### src/byte_stream_tokenizer_macros.svh
// assertion macros for the byte stream tokenizer
// expects clk and rst_n in the scope of use
`ifndef BYTE_STREAM_TOKENIZER_MACROS_SVH
`define BYTE_STREAM_TOKENIZER_MACROS_SVH

// same-cycle implication, checked out of reset
`define BST_ASSERT_SAME(lbl, ante, cons) \
  lbl: assert property (@(posedge clk) disable iff (!rst_n) (ante) |-> (cons)) \
    else $error("bst assertion failed");

// next-cycle implication, checked out of reset
`define BST_ASSERT_NEXT(lbl, ante, cons) \
  lbl: assert property (@(posedge clk) disable iff (!rst_n) (ante) |=> (cons)) \
    else $error("bst assertion failed");

`endif

### src/bst_pkg.sv
// shared types, token codes and character decoders for the byte stream tokenizer
// no dependencies
`timescale 1ns / 1ps

package bst_pkg;

  localparam int MAX_KEYWORD_LEN_DEF = 5;
  localparam int POSITION_BITS_DEF   = 24;
  localparam int LENGTH_BITS_DEF     = 16;

  localparam int KIND_W   = 5;
  localparam int OFFSET_W = 24;
  localparam int LEN_W    = 16;
  localparam int VALUE_W  = 64;
  localparam int LINE_W   = 24;

  localparam int FIFO_DEPTH = 4;
  localparam int FIFO_PTR_W = $clog2(FIFO_DEPTH);
  localparam int FIFO_CNT_W = $clog2(FIFO_DEPTH + 1);

  typedef logic [KIND_W-1:0] kind_t;

  localparam kind_t TK_INT     = 5'd0;
  localparam kind_t TK_LET     = 5'd1;
  localparam kind_t TK_IF      = 5'd2;
  localparam kind_t TK_FOR     = 5'd3;
  localparam kind_t TK_WHILE   = 5'd4;
  localparam kind_t TK_FN      = 5'd5;
  localparam kind_t TK_IDENT   = 5'd6;
  localparam kind_t TK_NUMBER  = 5'd7;
  localparam kind_t TK_PLUS    = 5'd8;
  localparam kind_t TK_MINUS   = 5'd9;
  localparam kind_t TK_SLASH   = 5'd10;
  localparam kind_t TK_STAR    = 5'd11;
  localparam kind_t TK_LBRACE  = 5'd12;
  localparam kind_t TK_RBRACE  = 5'd13;
  localparam kind_t TK_LPAREN  = 5'd14;
  localparam kind_t TK_RPAREN  = 5'd15;
  localparam kind_t TK_COMMA   = 5'd16;
  localparam kind_t TK_GT      = 5'd17;
  localparam kind_t TK_LT      = 5'd18;
  localparam kind_t TK_GE      = 5'd19;
  localparam kind_t TK_LE      = 5'd20;
  localparam kind_t TK_EQEQ    = 5'd21;
  localparam kind_t TK_NE      = 5'd22;
  localparam kind_t TK_BANG    = 5'd23;
  localparam kind_t TK_ASSIGN  = 5'd24;
  localparam kind_t TK_SEMI    = 5'd25;
  localparam kind_t TK_COLON   = 5'd26;
  localparam kind_t TK_EOF     = 5'd27;
  localparam kind_t TK_UNKNOWN = 5'd28;

  localparam logic [7:0] CH_NUL = 8'h00;
  localparam logic [7:0] CH_TAB = 8'h09;
  localparam logic [7:0] CH_LF  = 8'h0A;
  localparam logic [7:0] CH_VT  = 8'h0B;
  localparam logic [7:0] CH_FF  = 8'h0C;
  localparam logic [7:0] CH_CR  = 8'h0D;
  localparam logic [7:0] CH_SP  = 8'h20;
  localparam logic [7:0] CH_EQ  = "=";
  localparam logic [7:0] CH_USC = "_";

  // keyword table, padded with zero bytes
  localparam int KW_COUNT = 6;
  localparam int KW_MAX   = 5;

  localparam logic [7:0] KW_TEXT [KW_COUNT][KW_MAX] = '{
    '{"l", "e", "t", 8'h00, 8'h00},
    '{"i", "f", 8'h00, 8'h00, 8'h00},
    '{"f", "o", "r", 8'h00, 8'h00},
    '{"w", "h", "i", "l", "e"},
    '{"f", "n", 8'h00, 8'h00, 8'h00},
    '{"i", "n", "t", 8'h00, 8'h00}
  };
  localparam int    KW_LEN  [KW_COUNT] = '{3, 2, 3, 5, 2, 3};
  localparam kind_t KW_KIND [KW_COUNT] = '{TK_LET, TK_IF, TK_FOR, TK_WHILE, TK_FN, TK_INT};

  typedef enum logic [1:0] {
    MODE_IDLE,
    MODE_IDENT,
    MODE_NUMBER,
    MODE_OPER
  } mode_t;

  typedef struct packed {
    kind_t                    kind;
    logic [OFFSET_W-1:0]      offset;
    logic [LEN_W-1:0]         length;
    logic signed [VALUE_W-1:0] value;
    logic [LINE_W-1:0]        line;
    logic                     last;
  } tok_t;

  // tokens made by one byte, in order a then b
  typedef struct packed {
    logic [1:0] n;
    tok_t       a;
    tok_t       b;
  } push_t;

  function automatic kind_t single_kind(input logic [7:0] c);
    kind_t k;
    unique case (c)
      "+":     k = TK_PLUS;
      "-":     k = TK_MINUS;
      "/":     k = TK_SLASH;
      "*":     k = TK_STAR;
      "{":     k = TK_LBRACE;
      "}":     k = TK_RBRACE;
      "(":     k = TK_LPAREN;
      ")":     k = TK_RPAREN;
      ",":     k = TK_COMMA;
      ";":     k = TK_SEMI;
      ":":     k = TK_COLON;
      default: k = TK_UNKNOWN;
    endcase
    return k;
  endfunction

  function automatic kind_t oper_kind(input logic [7:0] c, input logic with_eq);
    kind_t k;
    unique case (c)
      ">":     k = with_eq ? TK_GE   : TK_GT;
      "<":     k = with_eq ? TK_LE   : TK_LT;
      "=":     k = with_eq ? TK_EQEQ : TK_ASSIGN;
      "!":     k = with_eq ? TK_NE   : TK_BANG;
      default: k = TK_UNKNOWN;
    endcase
    return k;
  endfunction

  function automatic logic is_space(input logic [7:0] c);
    logic s;
    unique case (c) inside
      CH_SP, CH_TAB, CH_LF, CH_VT, CH_FF, CH_CR: s = 1'b1;
      default:                                   s = 1'b0;
    endcase
    return s;
  endfunction

endpackage

### src/bst_lexer.sv
// scanner state and per-byte token logic for the byte stream tokenizer
// depends on bst_pkg
`timescale 1ns / 1ps

module bst_lexer #(
  parameter int MAX_KEYWORD_LEN = bst_pkg::MAX_KEYWORD_LEN_DEF,
  parameter int POSITION_BITS   = bst_pkg::POSITION_BITS_DEF,
  parameter int LENGTH_BITS     = bst_pkg::LENGTH_BITS_DEF
) (
  input  logic          clk,
  input  logic          rst_n,
  input  logic          step,
  input  logic [7:0]    text_byte,
  output bst_pkg::push_t push
);
  import bst_pkg::*;

  localparam int OW = (POSITION_BITS > OFFSET_W) ? POSITION_BITS : OFFSET_W;
  localparam int LW = (LENGTH_BITS > LEN_W) ? LENGTH_BITS : LEN_W;
  localparam int KP = (MAX_KEYWORD_LEN > KW_MAX) ? MAX_KEYWORD_LEN : KW_MAX;

  mode_t                    mode_r, mode_nxt;
  logic [7:0]               pend_r, pend_nxt;
  logic [POSITION_BITS-1:0] pos_r, pos_nxt;
  logic [POSITION_BITS-1:0] start_r, start_nxt;
  logic [LENGTH_BITS-1:0]   run_r, run_nxt;
  logic [VALUE_W-1:0]       acc_r, acc_nxt;
  logic [7:0]               chars_r   [MAX_KEYWORD_LEN];
  logic [7:0]               chars_nxt [MAX_KEYWORD_LEN];
  logic [LINE_W-1:0]        line_r, line_nxt;

  logic       is_alpha, is_digit, is_idchar, is_oper, is_single, is_zero, is_eq;
  logic       cont, oper_eq, fresh;
  kind_t      sgl_kind, id_kind;
  logic [7:0] chars_pad [KP];
  logic [KW_COUNT-1:0] kw_hit;
  logic [OW-1:0] start_ext, pos_ext;
  logic [LW-1:0] run_ext;
  tok_t       tok_f, tok_g;
  logic       f_on, g_on;

  assign is_alpha  = ((text_byte >= "a") && (text_byte <= "z")) ||
                     ((text_byte >= "A") && (text_byte <= "Z"));
  assign is_digit  = (text_byte >= "0") && (text_byte <= "9");
  assign is_idchar = is_alpha || is_digit || (text_byte == CH_USC);
  assign sgl_kind  = single_kind(text_byte);
  assign is_single = (sgl_kind != TK_UNKNOWN);
  assign is_oper   = (oper_kind(text_byte, 1'b0) != TK_UNKNOWN);
  assign is_zero   = (text_byte == CH_NUL);
  assign is_eq     = (text_byte == CH_EQ);

  assign cont    = ((mode_r == MODE_IDENT) && is_idchar) ||
                   ((mode_r == MODE_NUMBER) && is_digit);
  assign oper_eq = (mode_r == MODE_OPER) && is_eq;
  assign fresh   = !cont && !oper_eq;

  assign start_ext = OW'(start_r);
  assign pos_ext   = OW'(pos_r);
  assign run_ext   = LW'(run_r);

  // keyword compare window
  for (genvar i = 0; i < KP; i++) begin : g_pad
    if (i < MAX_KEYWORD_LEN) begin : g_char
      assign chars_pad[i] = chars_r[i];
    end else begin : g_zero
      assign chars_pad[i] = 8'h00;
    end
  end

  always_comb begin
    for (int k = 0; k < KW_COUNT; k++) begin
      kw_hit[k] = (run_r == LENGTH_BITS'(KW_LEN[k])) && (KW_LEN[k] <= MAX_KEYWORD_LEN);
      for (int i = 0; i < KW_MAX; i++) begin
        if ((i < KW_LEN[k]) && (chars_pad[i] != KW_TEXT[k][i])) begin
          kw_hit[k] = 1'b0;
        end
      end
    end
    id_kind = TK_IDENT;
    for (int k = KW_COUNT - 1; k >= 0; k--) begin
      if (kw_hit[k]) begin
        id_kind = KW_KIND[k];
      end
    end
  end

  // next scan mode
  always_comb begin
    mode_nxt = mode_r;
    if (step) begin
      if (!fresh) begin
        unique case (mode_r)
          MODE_IDENT, MODE_NUMBER: mode_nxt = mode_r;
          default:                 mode_nxt = MODE_IDLE;
        endcase
      end else if (is_oper) begin
        mode_nxt = MODE_OPER;
      end else if (is_alpha) begin
        mode_nxt = MODE_IDENT;
      end else if (is_digit) begin
        mode_nxt = MODE_NUMBER;
      end else begin
        mode_nxt = MODE_IDLE;
      end
    end
  end

  // datapath and tokens
  always_comb begin
    pend_nxt  = pend_r;
    pos_nxt   = pos_r;
    start_nxt = start_r;
    run_nxt   = run_r;
    acc_nxt   = acc_r;
    chars_nxt = chars_r;
    line_nxt  = line_r;
    tok_f     = '0;
    tok_g     = '0;
    f_on      = 1'b0;
    g_on      = 1'b0;

    tok_f.offset = start_ext[OFFSET_W-1:0];
    tok_f.line   = line_r;
    tok_g.offset = pos_ext[OFFSET_W-1:0];
    tok_g.line   = line_r;

    if (step) begin
      if (pos_r != '1) begin
        pos_nxt = pos_r + 1'b1;
      end

      unique case (mode_r)
        MODE_IDENT: begin
          if (is_idchar) begin
            for (int i = 0; i < MAX_KEYWORD_LEN; i++) begin
              if (run_r == LENGTH_BITS'(i)) begin
                chars_nxt[i] = text_byte;
              end
            end
            if (run_r != '1) begin
              run_nxt = run_r + 1'b1;
            end
          end else begin
            f_on         = 1'b1;
            tok_f.kind   = id_kind;
            tok_f.length = run_ext[LEN_W-1:0];
          end
        end
        MODE_NUMBER: begin
          if (is_digit) begin
            acc_nxt = (acc_r << 3) + (acc_r << 1) + VALUE_W'(text_byte[3:0]);
            if (run_r != '1) begin
              run_nxt = run_r + 1'b1;
            end
          end else begin
            f_on         = 1'b1;
            tok_f.kind   = TK_NUMBER;
            tok_f.length = run_ext[LEN_W-1:0];
            tok_f.value  = $signed(acc_r);
          end
        end
        MODE_OPER: begin
          f_on         = 1'b1;
          tok_f.kind   = oper_kind(pend_r, is_eq);
          tok_f.length = is_eq ? LEN_W'(2) : LEN_W'(1);
          pend_nxt     = 8'h00;
        end
        default: begin
        end
      endcase

      if (fresh) begin
        if (is_zero) begin
          g_on         = 1'b1;
          tok_g.kind   = TK_EOF;
          tok_g.length = '0;
          pend_nxt     = 8'h00;
          pos_nxt      = '0;
          start_nxt    = '0;
          run_nxt      = '0;
          acc_nxt      = '0;
          chars_nxt    = '{default: 8'h00};
          line_nxt     = LINE_W'(1);
        end else if (is_space(text_byte)) begin
          if ((text_byte == CH_LF) && (line_r != '1)) begin
            line_nxt = line_r + 1'b1;
          end
        end else if (is_single) begin
          g_on         = 1'b1;
          tok_g.kind   = sgl_kind;
          tok_g.length = LEN_W'(1);
        end else if (is_oper) begin
          pend_nxt  = text_byte;
          start_nxt = pos_r;
          run_nxt   = LENGTH_BITS'(1);
        end else if (is_alpha) begin
          chars_nxt    = '{default: 8'h00};
          chars_nxt[0] = text_byte;
          start_nxt    = pos_r;
          run_nxt      = LENGTH_BITS'(1);
        end else if (is_digit) begin
          start_nxt = pos_r;
          run_nxt   = LENGTH_BITS'(1);
          acc_nxt   = VALUE_W'(text_byte[3:0]);
        end else begin
          g_on         = 1'b1;
          tok_g.kind   = TK_UNKNOWN;
          tok_g.length = LEN_W'(1);
        end
      end
    end
  end

  // order tokens, flush first
  always_comb begin
    push.n      = {f_on & g_on, f_on ^ g_on};
    push.a      = f_on ? tok_f : tok_g;
    push.a.last = !(f_on && g_on);
    push.b      = tok_g;
    push.b.last = 1'b1;
  end

  always_ff @(posedge clk) begin
    if (!rst_n) begin
      mode_r  <= MODE_IDLE;
      pend_r  <= 8'h00;
      pos_r   <= '0;
      start_r <= '0;
      run_r   <= '0;
      acc_r   <= '0;
      chars_r <= '{default: 8'h00};
      line_r  <= LINE_W'(1);
    end else begin
      mode_r  <= mode_nxt;
      pend_r  <= pend_nxt;
      pos_r   <= pos_nxt;
      start_r <= start_nxt;
      run_r   <= run_nxt;
      acc_r   <= acc_nxt;
      chars_r <= chars_nxt;
      line_r  <= line_nxt;
    end
  end

endmodule

### src/bst_tok_fifo.sv
// small token queue, takes up to two tokens a cycle and hands out one
// depends on bst_pkg
`timescale 1ns / 1ps

module bst_tok_fifo (
  input  logic            clk,
  input  logic            rst_n,
  input  bst_pkg::push_t  push,
  input  logic            pop,
  output bst_pkg::tok_t   head,
  output logic            head_vld,
  output logic            room2
);
  import bst_pkg::*;

  tok_t                  mem_r [FIFO_DEPTH];
  logic [FIFO_PTR_W-1:0] wr_r, wr_nxt, rd_r, rd_nxt, wr_inc;
  logic [FIFO_CNT_W-1:0] cnt_r, cnt_nxt;

  assign wr_inc   = wr_r + 1'b1;
  assign head     = mem_r[rd_r];
  assign head_vld = (cnt_r != '0);
  assign room2    = (cnt_r <= FIFO_CNT_W'(FIFO_DEPTH - 2));

  always_comb begin
    wr_nxt  = wr_r + FIFO_PTR_W'(push.n);
    rd_nxt  = pop ? rd_r + 1'b1 : rd_r;
    cnt_nxt = cnt_r + FIFO_CNT_W'(push.n) - FIFO_CNT_W'(pop);
  end

  always_ff @(posedge clk) begin
    if (push.n != 2'd0) begin
      mem_r[wr_r] <= push.a;
    end
    if (push.n == 2'd2) begin
      mem_r[wr_inc] <= push.b;
    end
  end

  always_ff @(posedge clk) begin
    if (!rst_n) begin
      wr_r  <= '0;
      rd_r  <= '0;
      cnt_r <= '0;
    end else begin
      wr_r  <= wr_nxt;
      rd_r  <= rd_nxt;
      cnt_r <= cnt_nxt;
    end
  end

endmodule

### src/byte_stream_tokenizer.sv
// top level of the byte stream tokenizer: input word register, lexer, token queue
// depends on bst_pkg, bst_lexer, bst_tok_fifo and byte_stream_tokenizer_macros.svh
//
//   channel | direction | handshake          | payload
//   in_     | input     | in_valid/in_stall  | text_byte
//   out_    | output    | out_valid/out_stall| token kind, offset, length, value, line, last
//
// one word per cycle when not stalled; a word making two tokens takes an extra queue slot
// a word waits in the input register; the lexer then writes its tokens into the queue
// the four-entry token queue sets the rate: words stall while fewer than two slots are free
// reset is synchronous and clears the scanner, the queue pointers and the input valid flag
// out_stall holds the queue head; input flows on while at least two queue slots are free
`timescale 1ns / 1ps
`include "byte_stream_tokenizer_macros.svh"

module byte_stream_tokenizer #(
  parameter int MAX_KEYWORD_LEN = bst_pkg::MAX_KEYWORD_LEN_DEF,
  parameter int POSITION_BITS   = bst_pkg::POSITION_BITS_DEF,
  parameter int LENGTH_BITS     = bst_pkg::LENGTH_BITS_DEF
) (
  input  logic                               clk,
  input  logic                               rst_n,
  input  logic                               in_valid,
  output logic                               in_stall,
  input  logic [7:0]                         in_text_byte,
  output logic                               out_valid,
  input  logic                               out_stall,
  output logic [bst_pkg::KIND_W-1:0]         out_token_kind,
  output logic [bst_pkg::OFFSET_W-1:0]       out_token_offset,
  output logic [bst_pkg::LEN_W-1:0]          out_token_length,
  output logic signed [bst_pkg::VALUE_W-1:0] out_number_value,
  output logic [bst_pkg::LINE_W-1:0]         out_token_line,
  output logic                               out_last_of_run
);
  import bst_pkg::*;

  logic [7:0] byte_r;
  logic       byte_vld_r, byte_vld_nxt;
  logic       room2, step, accept, pop, head_vld;
  push_t      push;
  tok_t       head;

  assign step     = byte_vld_r && room2;
  assign in_stall = byte_vld_r && !room2;
  assign accept   = in_valid && !in_stall;
  assign pop      = head_vld && !out_stall;

  always_comb begin
    byte_vld_nxt = byte_vld_r;
    if (accept) begin
      byte_vld_nxt = 1'b1;
    end else if (step) begin
      byte_vld_nxt = 1'b0;
    end
  end

  always_ff @(posedge clk) begin
    if (accept) begin
      byte_r <= in_text_byte;
    end
  end

  always_ff @(posedge clk) begin
    if (!rst_n) begin
      byte_vld_r <= 1'b0;
    end else begin
      byte_vld_r <= byte_vld_nxt;
    end
  end

  bst_lexer #(
    .MAX_KEYWORD_LEN (MAX_KEYWORD_LEN),
    .POSITION_BITS   (POSITION_BITS),
    .LENGTH_BITS     (LENGTH_BITS)
  ) u_lexer (
    .clk       (clk),
    .rst_n     (rst_n),
    .step      (step),
    .text_byte (byte_r),
    .push      (push)
  );

  bst_tok_fifo u_fifo (
    .clk      (clk),
    .rst_n    (rst_n),
    .push     (push),
    .pop      (pop),
    .head     (head),
    .head_vld (head_vld),
    .room2    (room2)
  );

  assign out_valid        = head_vld;
  assign out_token_kind   = head.kind;
  assign out_token_offset = head.offset;
  assign out_token_length = head.length;
  assign out_number_value = head.value;
  assign out_token_line   = head.line;
  assign out_last_of_run  = head.last;

  `BST_ASSERT_SAME(a_push_only_on_step, push.n != 2'd0, step)
  `BST_ASSERT_SAME(a_eof_closes_run, step && (byte_r == CH_NUL), (push.n != 2'd0) && ((push.n == 2'd2 ? push.b.kind : push.a.kind) == TK_EOF))
  `BST_ASSERT_SAME(a_pair_last_flags, push.n == 2'd2, !push.a.last && push.b.last)
  `BST_ASSERT_NEXT(a_push_shows_token, push.n != 2'd0, out_valid)

endmodule

### config.mk
export PLATFORM = sky130hd
export DESIGN_NAME = byte_stream_tokenizer
export DESIGN_NICKNAME = d
export VERILOG_FILES = /design/src/bst_pkg.sv /design/src/bst_lexer.sv /design/src/bst_tok_fifo.sv /design/src/byte_stream_tokenizer.sv
export VERILOG_INCLUDE_DIRS = /design/src /design/src/src
export SDC_FILE = /design/constraint.sdc
export NUM_CORES = 2
export LEC_CHECK = 0
export BUFFER_PORTS_ARGS = -buffer_cell sky130_fd_sc_hd__buf_2
export CORE_MARGIN = 4
export CORE_UTILIZATION = 63
export DETAILED_ROUTE_END_ITERATION = 8
export GPL_TIMING_DRIVEN = 0
export PLACE_DENSITY = 0.92
export SLEW_MARGIN = 20
export SYNTH_ARGS = -nofsm -noshare
export SYNTH_HDL_FRONTEND = slang
export SYNTH_HIERARCHICAL = 1
export SYNTH_SLANG_ARGS = --single-unit
### constraint.sdc
create_clock -name clk -period 11.4 [get_ports clk]
set_input_delay 1.14 -clock clk [delete_from_list [all_inputs] [get_ports clk]]
set_output_delay 1.14 -clock clk [all_outputs]
set_load 0.01 [all_outputs]
==> run metrics <==
run status=complete, no violations; number of global-route vias before repair=a little over 30k; cell count of the worst reg-to-reg path=16; WHS Endpoint=u_lexer/start_ext[20]$_SDFFE_PN0P_; sequential fraction of the synthesis area=between 40% and 50%; later-pin clock latency in the skew report=0.65 ns; Netlist cell types=90; fin crit period=about 5.9 ns; hold slack=0.4713 ns; core area=roughly 66000 µm²; # Max-Cap Violations=0; Post-Layout Inst Area=between 40000 and 50000 µm²; most common cell in the synthesized netlist=edfxtp_1; CTS tree=built; Post-synth EDFFs=roughly 540; Post-Layout Cell Count=between 4k and 5k; crit end category=register; R2R Setup Slk=~5.5 ns; Setup Viol. Count Final=0; Hold WC Path Type=register to register; die area=approximately 70000 µm²; r2r startpoint=byte_r[3]$_DFFE_PP_; DP HPWL=around 75000 µm; Period Utilization, post-route=between 50% and 60%; setup bufs post-CTS=0; slowest CP cell=a2111oi_0; Final nets=3790; Crit Path Category=register to register; dominant cell type by area after synthesis=edfxtp_1; CTS resizes=0; drc violations=0; Post-synth top cells=edfxtp_1, mux2_2, dfxtp_1; Synth Instances=3298; Final Worst Setup Slack=~5.5 ns; total power=6.912 mW; gpl congestion=a little under 1; placed instance count=4419; DR vias=slightly above 30k; Setup WS pre-CTS=around 5.8 ns; Yosys reg bits=756; CTS Buf Count=just under 80; total grt overflow=0; Hold Path Cell Cnt=2; cts hold-fix bufs=0; syn avg cell area=about 13 µm²; Slew Limit Fails=0; initial antenna violation count=3; Initial DRC Count=about 4k; layout cells sized above 1=32.42%; starting density of the core=between 60 and 70%; H-tree depth=3; dpl cell area=about 45000 µm²; element type at the critical path start=register; worst slew pin tran=1.060 ns; vias per cell=roughly 6.7; worst-path maximum fanout=10; DIE WIDTH=about 270 µm; worst relative slew slack=between 20% and 30%; CTS max path bufs=3; Mapped Area=about 42000 µm²; total number of yosys warnings=6; RSZ-0062 raised after global routing=false; Reg clk slew, reported paths=0.06 ns; CP peak stage delay=about 0.84 ns; PD cells=145.2 nW/µm²; first-pass iteration count of the detailed router=6; asr flop ratio synth=0%; row cnt=94; VDD IR max=0.1127 mV; Die H=roughly 270 µm; Buffers on Ports=147; Top FF cell, synth=edfxtp_1; first-pass GRT wire length=roughly 180000 µm; final hold violations=0; GRT Total Usage=32.06%; drt wl/cell=roughly 25 µm; worst path arrival time=about 6.4 ns; worst path bufs/invs=4; final wirelength=around 120000 µm; IO Pins=148; hold wc startpoint=u_lexer/start_ext[20]$_SDFFE_PN0P_; Area contributors post-synth=edfxtp_1, mux2_2, dfxtp_1; Worst R2R End=u_lexer/acc_r[55]$_SDFFE_PN0P_; antenna-violating nets left=0; Leakage=between 15 and 20 nW; final core occ=~72%; worst path required time=11.90 ns; Max Clk Rate=169.7 MHz; Crit path max-delay family=compound AO/OA/AOI/OAI gates; Synth-to-Final Area Change=13.45%; # clock sinks=between 700 and 800; Cell Chain, Critical Path=clkbuf_1 -> clkbuf_1 -> inv_1 -> fa_1 -> inv_1 -> ha_1 -> a211oi_1 -> o21bai_1 -> a21oi_1 -> o41ai_1 -> a41oi_1 -> o21ai_1 -> a2111oi_0 -> nor2_1 -> xnor2_1 -> o21ai_0; area share of the largest cell type after synthesis=38.93%; largest net degree at the start of global routing=23; clk_skew=between 0.03 and 0.04 ns; root buf cell=clkbuf_16; total negative slack=0 ns
## report_power, final
part / leakage (nW) / internal, mW / switching [mW]
clock network: 1.30 / 1.53 / 1.12
logic: 10.2 / 0.534 / 0.663
registers: 6.76 / 3.03 / 0.0383
total: 18.3 / 5.09 / 1.82
## layout by cell type, fill, tap and decap left out, types with 84 or more instances in the layout
cell / n
buf_4: 120
mux2_2: 482
mux4_2: 134
clkbuf_1: 123
buf_2: 188
nand2_1: 187
clkbuf_16: 84
dfxtp_1: 212
o21ai_0: 139
nor2_1: 146
edfxtp_1: 544
ha_1: 138
a21oi_1: 116
## sequential cells by signal, summed over array words and instances (netlist names), 3 cells and up, named ones only
name,flops
u_lexer/pend_r,8
u_fifo/cnt_r,3
u_lexer/pos_ext,24
u_fifo/mem_r,536
u_lexer/run_ext,16
byte_r,8
u_lexer/acc_r,64
u_lexer/start_ext,24
u_lexer/line_r,24
u_lexer/chars_pad,40
## final cells by class
type | count | area (µm²)
multi-input cells | 2264 | 19700
clock buffers | 116 | 2303
repair buffers | 180 | 1550
fillers | 3922 | 18260
well taps | 864 | 1081
flip-flops and latches | 756 | 20580
inverters | 61 | 229.0
plain buffers | 295 | 1808
clock inverters | 32 | 355.3
diodes | 1 | 2.502
## per-layer routing
layer	vias to the layer above	wire length (µm)	track usage (%)
li1	13030	-	-
met1	14810	42730	41.64
met4	4	6207	16.42
met2	2076	54830	51.95
met3	468	11420	6.058
met5	-	27	0
## worst max path at each step
stage	from	endpoint	slack, ns	cells after the start
3_3_place_gp	byte_r[1]$_DFFE_PP_	u_fifo/mem_r[2][71]$_DFFE_PP_	-5.02	12
4_1_cts	byte_r[3]$_DFFE_PP_	u_lexer/acc_r[55]$_SDFFE_PN0P_	5.69	16
6_report	byte_r[3]$_DFFE_PP_	u_lexer/acc_r[55]$_SDFFE_PN0P_	5.51	16
2_1_floorplan	byte_r[1]$_DFFE_PP_	u_fifo/mem_r[2][0]$_DFFE_PP_	1.18	12
3_5_place_dp	byte_r[3]$_DFFE_PP_	u_lexer/acc_r[55]$_SDFFE_PN0P_	5.76	16
5_1_grt	byte_r[3]$_DFFE_PP_	u_lexer/acc_r[55]$_SDFFE_PN0P_	5.20	16
## cells by family (layout without fill, tap and decap cells)
logic type                 count (synthesis)  after routing  share of synthesized area [%]
DFF                                      756            756                          49.04
xor gates and xnor gates                  97             97                          2.093
adders and majority gates                141            141                          4.258
AOI/OAI and AO/OA                        478            478                          7.230
muxes                                    701            701                          23.02
buffers and inverters                    356            684                          4.854
and+or+nand+nor                          767            767                          9.487
other                                      2             81                        0.01790
## worst reg2reg max path, delay by kind of cell, from the launching register on
kind	cells	cell delay, ns
buf+inv	4	1.08
simple gates	1	0.26
xor+xnor	1	0.22
fa+ha+maj	2	0.92
flops	1	0.32
compound gates	8	2.95
No activity file was read; power rests on OpenSTA's default activity.
